[src/rtl/core/sha1md_pkg.sv]
// shared constants, types and command/status structs for the sha-1 digest engine
package sha1md_pkg;

  localparam int WordW     = 32;
  localparam int NumWords  = 5;
  localparam int BlockBits = 512;
  localparam int CountW    = 61;
  localparam int FillW     = 6;
  localparam int RoundW    = 7;

  localparam logic [RoundW-1:0] LastRound = 7'd79;
  localparam logic [RoundW-1:0] Round20   = 7'd20;
  localparam logic [RoundW-1:0] Round40   = 7'd40;
  localparam logic [RoundW-1:0] Round60   = 7'd60;
  localparam logic [FillW-1:0]  LenStart  = 6'd56;
  localparam logic [FillW-1:0]  LastByte  = 6'h3F;
  localparam logic [7:0]        PadMark   = 8'h80;

  typedef logic [NumWords-1:0][WordW-1:0] words_t;

  // word 0 sits in the low bits
  localparam words_t HInit = {32'hC3D2E1F0, 32'h10325476, 32'h98BADCFE,
                              32'hEFCDAB89, 32'h67452301};

  localparam logic [WordW-1:0] K0 = 32'h5A827999;
  localparam logic [WordW-1:0] K1 = 32'h6ED9EBA1;
  localparam logic [WordW-1:0] K2 = 32'h8F1BBCDC;
  localparam logic [WordW-1:0] K3 = 32'hCA62C1D6;

  typedef enum logic [2:0] {
    ST_IDLE,
    ST_PAD,
    ST_ROUND,
    ST_ADD,
    ST_DONE
  } state_t;

  typedef enum logic [1:0] {
    BS_MSG,
    BS_MARK,
    BS_ZERO,
    BS_LEN
  } byte_sel_t;

  typedef struct packed {
    logic      shift;
    byte_sel_t sel;
    logic      count_inc;
    logic      init_work;
    logic      round;
    logic      add;
    logic      finish;
  } cmd_t;

  typedef struct packed {
    logic [FillW-1:0] fill;
    logic             round_last;
    logic             out_busy;
  } status_t;

endpackage

[src/rtl/core/sha1md_datapath.sv]
// sha-1 datapath: block shift register, schedule, round logic, chaining words, digest register
module sha1md_datapath import sha1md_pkg::*; (
  input  logic                   clk,
  input  logic                   rst,
  input  cmd_t                   cmd,
  input  logic [7:0]             msg_byte,
  output status_t                status,
  output logic                   m_axis_tvalid,
  input  logic                   m_axis_tready,
  output logic [NumWords*WordW-1:0] m_axis_tdata  // digest_word_0 .. digest_word_4
);

  logic [BlockBits-1:0] blk;
  logic [FillW-1:0]     fill;
  logic [CountW-1:0]    count;
  logic [RoundW-1:0]    rnd;
  logic [WordW-1:0]     a, b, c, d, e;
  words_t               h;
  words_t               dig;
  logic                 out_valid;

  logic [7:0]       byte_in;
  logic [63:0]      bit_len;
  logic [2:0]       lidx;
  logic [7:0]       len_byte;
  logic [WordW-1:0] w0, w2, w8, w13, wx, wnew;
  logic [WordW-1:0] f, k, temp;
  words_t           work;

  assign bit_len  = {count, 3'b000};
  assign lidx     = 3'd7 - fill[2:0];
  assign len_byte = bit_len[{lidx, 3'b000} +: 8];

  always_comb begin
    case (cmd.sel)
      BS_MSG:  byte_in = msg_byte;
      BS_MARK: byte_in = PadMark;
      BS_ZERO: byte_in = 8'h00;
      BS_LEN:  byte_in = len_byte;
      default: byte_in = 8'h00;
    endcase
  end

  // the block register doubles as the 16-word schedule window, oldest word on top
  assign w0   = blk[511:480];
  assign w2   = blk[447:416];
  assign w8   = blk[255:224];
  assign w13  = blk[95:64];
  assign wx   = w13 ^ w8 ^ w2 ^ w0;
  assign wnew = {wx[30:0], wx[31]};

  always_comb begin
    if (rnd < Round20) begin
      f = d ^ (b & (c ^ d));
      k = K0;
    end else if (rnd < Round40) begin
      f = b ^ c ^ d;
      k = K1;
    end else if (rnd < Round60) begin
      f = (b & c) | (d & (b | c));
      k = K2;
    end else begin
      f = b ^ c ^ d;
      k = K3;
    end
  end

  assign temp = {a[26:0], a[31:27]} + f + e + k + w0;
  assign work = {e, d, c, b, a};

  always_ff @(posedge clk) begin
    if (cmd.shift) begin
      blk <= {blk[BlockBits-9:0], byte_in};
    end else if (cmd.round) begin
      blk <= {blk[BlockBits-WordW-1:0], wnew};
    end
    if (cmd.init_work) begin
      a <= h[0];
      b <= h[1];
      c <= h[2];
      d <= h[3];
      e <= h[4];
    end else if (cmd.round) begin
      e <= d;
      d <= c;
      c <= {b[1:0], b[31:2]};
      b <= a;
      a <= temp;
    end
    if (cmd.finish) begin
      dig <= h;
    end
  end

  always_ff @(posedge clk) begin
    if (rst) begin
      fill      <= '0;
      count     <= '0;
      rnd       <= '0;
      h         <= HInit;
      out_valid <= 1'b0;
    end else begin
      if (cmd.shift) begin
        fill <= fill + 1'b1;
      end
      if (cmd.init_work) begin
        rnd <= '0;
      end else if (cmd.round) begin
        rnd <= rnd + 1'b1;
      end
      if (cmd.finish) begin
        count <= '0;
      end else if (cmd.count_inc) begin
        count <= count + 1'b1;
      end
      if (cmd.finish) begin
        h <= HInit;
      end else if (cmd.add) begin
        for (int i = 0; i < NumWords; i++) begin
          h[i] <= h[i] + work[i];
        end
      end
      if (cmd.finish) begin
        out_valid <= 1'b1;
      end else if (m_axis_tready) begin
        out_valid <= 1'b0;
      end
    end
  end

  assign status.fill       = fill;
  assign status.round_last = (rnd == LastRound);
  assign status.out_busy   = out_valid && !m_axis_tready;

  assign m_axis_tvalid = out_valid;
  assign m_axis_tdata  = dig;

endmodule

[src/rtl/core/sha1md_ctrl.sv]
// sha-1 controller: byte intake, padding sequence, round and finish sequencing
module sha1md_ctrl import sha1md_pkg::*; (
  input  logic    clk,
  input  logic    rst,
  input  logic    s_axis_tvalid,
  input  logic    s_axis_tlast,
  input  logic    s_axis_tuser,
  output logic    s_axis_tready,
  input  status_t status,
  output cmd_t    cmd
);

  state_t state, state_next;
  logic   marked, marked_next;    // 0x80 already placed
  logic   len_ok, len_ok_next;    // length goes into the current block
  logic   eom_pend, eom_pend_next;
  logic   accept;
  logic   block_full;

  assign accept     = s_axis_tvalid && (state == ST_IDLE);
  assign block_full = (status.fill == LastByte);

  always_ff @(posedge clk) begin
    if (rst) begin
      state    <= ST_IDLE;
      marked   <= 1'b0;
      len_ok   <= 1'b0;
      eom_pend <= 1'b0;
    end else begin
      state    <= state_next;
      marked   <= marked_next;
      len_ok   <= len_ok_next;
      eom_pend <= eom_pend_next;
    end
  end

  always_comb begin
    state_next    = state;
    marked_next   = marked;
    len_ok_next   = len_ok;
    eom_pend_next = eom_pend;
    case (state)
      ST_IDLE: begin
        if (accept) begin
          if (s_axis_tuser && block_full) begin
            state_next    = ST_ROUND;
            eom_pend_next = s_axis_tlast;
          end else if (s_axis_tlast) begin
            state_next = ST_PAD;
          end
        end
      end
      ST_PAD: begin
        if (!marked) begin
          marked_next = 1'b1;
          if (status.fill < LenStart) begin
            len_ok_next = 1'b1;
          end
        end
        if (block_full) begin
          state_next = ST_ROUND;
        end
      end
      ST_ROUND: begin
        if (status.round_last) begin
          state_next = ST_ADD;
        end
      end
      ST_ADD: begin
        if (!marked) begin
          state_next = eom_pend ? ST_PAD : ST_IDLE;
        end else if (len_ok) begin
          state_next = ST_DONE;
        end else begin
          // marker landed past the length slot: one more block
          len_ok_next = 1'b1;
          state_next  = ST_PAD;
        end
      end
      ST_DONE: begin
        if (!status.out_busy) begin
          state_next    = ST_IDLE;
          marked_next   = 1'b0;
          len_ok_next   = 1'b0;
          eom_pend_next = 1'b0;
        end
      end
      default: state_next = ST_IDLE;
    endcase
  end

  always_comb begin
    cmd           = '0;
    cmd.sel       = BS_MSG;
    s_axis_tready = 1'b0;
    case (state)
      ST_IDLE: begin
        s_axis_tready = 1'b1;
        if (accept && s_axis_tuser) begin
          cmd.shift     = 1'b1;
          cmd.count_inc = 1'b1;
          cmd.init_work = block_full;
        end
      end
      ST_PAD: begin
        cmd.shift     = 1'b1;
        cmd.init_work = block_full;
        if (!marked) begin
          cmd.sel = BS_MARK;
        end else if (len_ok && (status.fill >= LenStart)) begin
          cmd.sel = BS_LEN;
        end else begin
          cmd.sel = BS_ZERO;
        end
      end
      ST_ROUND: cmd.round  = 1'b1;
      ST_ADD:   cmd.add    = 1'b1;
      ST_DONE:  cmd.finish = !status.out_busy;
      default: ;
    endcase
  end

endmodule

[src/rtl/core/sha1_message_digest_top.sv]
// sha-1 digest engine top level: controller plus datapath
// bytes are taken one per cycle while idle; the 64th byte of a block stalls input while
// the block runs 80 rounds on one shared round unit and then the chaining add
// end of message: pad bytes fill out the pad block, then its rounds and add; one or two
// pad blocks, then the digest register loads once any earlier digest has been taken
// the digest register lets the next message start while a digest waits to be taken
// reset (rst, synchronous): initial chaining words, byte count zero, no digest pending
module sha1_message_digest_top import sha1md_pkg::*; (
  input  logic         clk,
  input  logic         rst,
  input  logic         s_axis_tvalid,
  output logic         s_axis_tready,
  input  logic [7:0]   s_axis_tdata,   // msg_byte
  input  logic         s_axis_tuser,   // byte_present
  input  logic         s_axis_tlast,   // end_of_message
  output logic         m_axis_tvalid,
  input  logic         m_axis_tready,
  output logic [159:0] m_axis_tdata    // digest_word_0 .. digest_word_4, 32 bits each
);

  cmd_t    cmd;
  status_t status;

  sha1md_ctrl u_ctrl (
    .clk           (clk),
    .rst           (rst),
    .s_axis_tvalid (s_axis_tvalid),
    .s_axis_tlast  (s_axis_tlast),
    .s_axis_tuser  (s_axis_tuser),
    .s_axis_tready (s_axis_tready),
    .status        (status),
    .cmd           (cmd)
  );

  sha1md_datapath u_datapath (
    .clk           (clk),
    .rst           (rst),
    .cmd           (cmd),
    .msg_byte      (s_axis_tdata),
    .status        (status),
    .m_axis_tvalid (m_axis_tvalid),
    .m_axis_tready (m_axis_tready),
    .m_axis_tdata  (m_axis_tdata)
  );

endmodule

[config.mk]
export PLATFORM = sky130hd
export DESIGN_NAME = sha1_message_digest_top
export DESIGN_NICKNAME = d
export VERILOG_FILES = /design/src/rtl/core/sha1md_pkg.sv /design/src/rtl/core/sha1md_datapath.sv /design/src/rtl/core/sha1md_ctrl.sv /design/src/rtl/core/sha1_message_digest_top.sv
export SDC_FILE = /design/constraint.sdc
export NUM_CORES = 2
export LEC_CHECK = 0
export ABC_AREA = 1
export BUFFER_PORTS_ARGS = -buffer_cell sky130_fd_sc_hd__buf_2
export CELL_PAD_IN_SITES_DETAIL_PLACEMENT = 1
export CELL_PAD_IN_SITES_GLOBAL_PLACEMENT = 1
export CORE_MARGIN = 2
export CORE_UTILIZATION = 44
export DETAILED_ROUTE_END_ITERATION = 10
export GPL_TIMING_DRIVEN = 0
export HOLD_SLACK_MARGIN = 0.1
export PLACE_DENSITY = 0.74
export SLEW_MARGIN = 10
export SYNTH_ARGS = -nofsm -noshare
export SYNTH_HDL_FRONTEND = slang
export SYNTH_SLANG_ARGS = --single-unit
[constraint.sdc]
create_clock -name clk -period 12.94 [get_ports clk]
set_clock_uncertainty 0.15 [all_clocks]
set_input_delay 1.294 -clock clk [delete_from_list [all_inputs] [get_ports clk]]
set_output_delay 1.294 -clock clk [all_outputs]
set_load 0.01 [all_outputs]
==> results.tsv <==
metric	value	unit
r2r_start	u_datapath.rnd[4]$_SDFFE_PP0P_	
multiInputGateArea	27100	sq um
clkLatencyLatePin	0.79	ns
grt-ovfl-total	0	
grt_max_degree	102	
crit_type	reg2reg	
dp_hpwl	200000	um
numClockSinks	1073	
crit_family	simple AND/OR/NAND/NOR gates	
hold_path.class	reg2reg	
p_total	0.00975	W
wl_per_cell	26.0	um
final_common_cell	nand2_1	
drive_gt1_share	7.16	%
cp_max_fo	10	
critPathMostFrequentCell	nand2_1	
core	138000	sq um
area_growth	12.3	%
ctsHtreeMaxLevel	3	
status	completed	
max_stage_delay	0.60	ns
fmax	139	MHz
wl_met1	102000	um
regArea	29800	sq um
leakage	29.8	nW
antenna_found_initial	4	
synth_edf_count	832	
cts_tree	done	
yosysSeqAreaShare	48.8	%
worst-path-buf-inv	3	
initial_utilization	44.4	%
setup_viol	0	
placed_cell_area	64600	sq um
drt_iter0_drc	4627	
syn_nets	7796	
clockBufferDepth	3	
cts_resized	0	
final_max_slew_viol_count	0	
numPortBuffers	174	
cp-end-kind	register	
rsz0062_at_grt	false	
drc	0	
post_cts_buffers	0	
worstSetupStartpoint	u_datapath.rnd[4]$_SDFFE_PP0P_	
period_needed	7.19	ns
netlist_instances	7463	
syn_avg_cell_area	8.18	sq um
cp-start-kind	register	
hold_ws	0.318	ns
min-delay-start	u_datapath.h[121]$_SDFFE_PP0P_	
final_hold_viol_count	0	
finalNonFillerCells	9671	
grtUsageTotal	35.2	%
wl_met2	120000	um
cts.reportedPaths.clkPinSlew	0.07	ns
cts_buffers	119	
wl_met3	13200	um
gp_congestion	0.996	
synthArstFlopShare	0	%
fillers	16600	
drt-pass1-iter-count	5	
critPathArrivalTime	7.57	ns
yosysWarningCount	0	
vias_per_cell	5.59	
dr.max_layer_used	met5	
maxCapViolations	0	
ant_nets	0	
vias	54100	
vdd_ir_drop_max	134	uV
synth_cell_types	48	
wirelength	251000	um
crit_required	13.32	ns
row_count	136	
grt_pass1_wl	366000	um
finalCritPeriodShare	55.6	%
finalInstanceArea	68600	sq um
synthFlopType	edfxtp_1	
path_cells	nand2_1, nand2_1, nand2_1, nand2_1, nand2_1, clkbuf_1, nor2_1, nor3_1, fa_1, fa_1, inv_1, fa_1, inv_1, ha_1, a21oi_1, nand2_1, a21oi_1, nand2_1, a21oi_1, nand3_1, nand3_1, nand2_1	
crit_slowest_cell	nor3_1	
cts_root_buffer	clkbuf_16	
dp.cells	9446	
worst_slew_pin_slew	1.41	ns
grt_pass1_vias	55400	
relSlewSlack	5.93	%
die_area	142000	sq um
netlist_area	61100	sq um
powerDensity	142	nW/um^2
nNetsFinal	8106	
top_level_ports	176	
synth_seq_cells	1073	
die_y	377	um
mostFrequentLayoutCells	2803 x nand2_1, 832 x edfxtp_1, 804 x inv_1, 512 x nor2_1, 467 x a21oi_1	
cts-hold-fix-buffers	0	
die_x	377	um
[final cells by class]
| type | count | area share [%] |
|---|---|---|
| diodes | 2 | 0.00730 |
| plain buffers | 237 | 1.70 |
| clock buffers | 147 | 4.58 |
| clock inverters | 76 | 1.23 |
| inverters | 812 | 4.44 |
| multi-input cells | 5341 | 39.5 |
| flip-flops and latches | 1073 | 43.5 |
| well taps | 1794 | 3.27 |
| repair buffers | 189 | 1.82 |
[sequential cells by signal, indices dropped and copies added (netlist names)]
signal and cells:
u_ctrl.eom_pend 1, u_datapath.fill 6, u_ctrl.len_ok 1, u_datapath.blk 512, u_datapath.count 61, u_datapath.b 32, u_datapath.rnd 7, u_datapath.h 160
u_datapath.m_axis_tdata 160, u_datapath.a 32, u_datapath.d 32, u_ctrl.state 3, u_datapath.e 32, u_datapath.c 32, u_ctrl.marked 1, u_datapath.m_axis_tvalid 1
[logic make-up after synthesis]
| kind of cell | share of synthesized area [%] |
|---|---|
| simple gates | 25.0 |
| flops | 48.8 |
| buf+inv | 6.89 |
| compound gates | 8.84 |
| fa+ha+maj | 8.06 |
| xor+xnor | 2.38 |
| mux | 0.0492 |
[metal layers]
metal,global-route usage (%),up-vias
li1,-,25000
met4,19.5,2
met5,0,-
met1,43.8,26900
met3,4.33,545
met2,59.3,1724
[power breakdown]
group	switching [W]	leakage [nW]	internal, W	total (W)
registers	0.000336	9.76	0.00428	0.00461
clock network	0.00154	1.93	0.00197	0.00351
logic	0.00113	18.1	0.000499	0.00163
total	0.00300	29.8	0.00675	0.00975
[cells in the mapped netlist, types with 3 or more instances]
| cell type | instances | share of area, % |
|---|---|---|
| buf_6 | 11 | 0.20 |
| o21ai_1 | 41 | 0.34 |
| nor2_1 | 513 | 3.2 |
| nand2_1 | 2805 | 17 |
| mux2i_1 | 3 | 0.049 |
| nor4_1 | 14 | 0.14 |
| nor3_1 | 82 | 0.67 |
| edfxtp_1 | 832 | 41 |
| a21o_1 | 9 | 0.11 |
| ha_1 | 195 | 4.0 |
| xor2_1 | 66 | 0.95 |
| o221a_2 | 5 | 0.092 |
| o21a_1 | 8 | 0.098 |
| o21bai_1 | 32 | 0.39 |
| or2_2 | 23 | 0.24 |
| nand4_1 | 59 | 0.60 |
| a31oi_1 | 6 | 0.061 |
| nand3b_1 | 15 | 0.18 |
| nor3b_1 | 7 | 0.086 |
| inv_1 | 804 | 4.9 |
| buf_2 | 127 | 1.0 |
| xnor2_1 | 100 | 1.4 |
| buf_4 | 7 | 0.086 |
| a21boi_0 | 4 | 0.049 |
| o221ai_1 | 11 | 0.16 |
| nand3_1 | 310 | 2.5 |
| clkbuf_1 | 74 | 0.45 |
| a21oi_1 | 467 | 3.8 |
| inv_2 | 6 | 0.037 |
| nand2_2 | 3 | 0.031 |
| o21ai_0 | 392 | 3.2 |
| buf_1 | 18 | 0.11 |
| o211ai_1 | 17 | 0.21 |
| fa_1 | 124 | 4.1 |
| a211oi_1 | 16 | 0.20 |
| dfxtp_1 | 241 | 7.9 |
[stage by stage]
| step | util [%] | TNS [ns] | setup WS, ns |
|---|---|---|---|
| after floorplan | - | 0 | 3.55 |
| after global placement | 46.6 | -81.96 | -0.945 |
| after detailed placement | 46.9 | 0 | 6.03 |
| after CTS | 49.8 | 0 | 5.97 |
| after global routing | 49.8 | 0 | 5.70 |
| final | 49.8 | 0 | 5.75 |
[worst paths after layout]
check                                           end  slack [ns]  depth (start not counted)
max                      u_datapath.a[31]$_DFFE_PP_        5.75                         22
min          u_datapath.m_axis_tdata[121]$_DFFE_PP_        0.32                          0
max reg2reg              u_datapath.a[31]$_DFFE_PP_        5.75                         22
min reg2reg  u_datapath.m_axis_tdata[121]$_DFFE_PP_        0.32                          0
[worst register-to-register path: cells and delay by family, from the launching register on]
family / cells / cell delay [ns]
simple gates: 12 / 2.72
fa+ha+maj: 4 / 2.01
compound gates: 3 / 1.07
buf+inv: 3 / 0.63
flops: 1 / 0.36
Power figures use the tool's default switching activity.
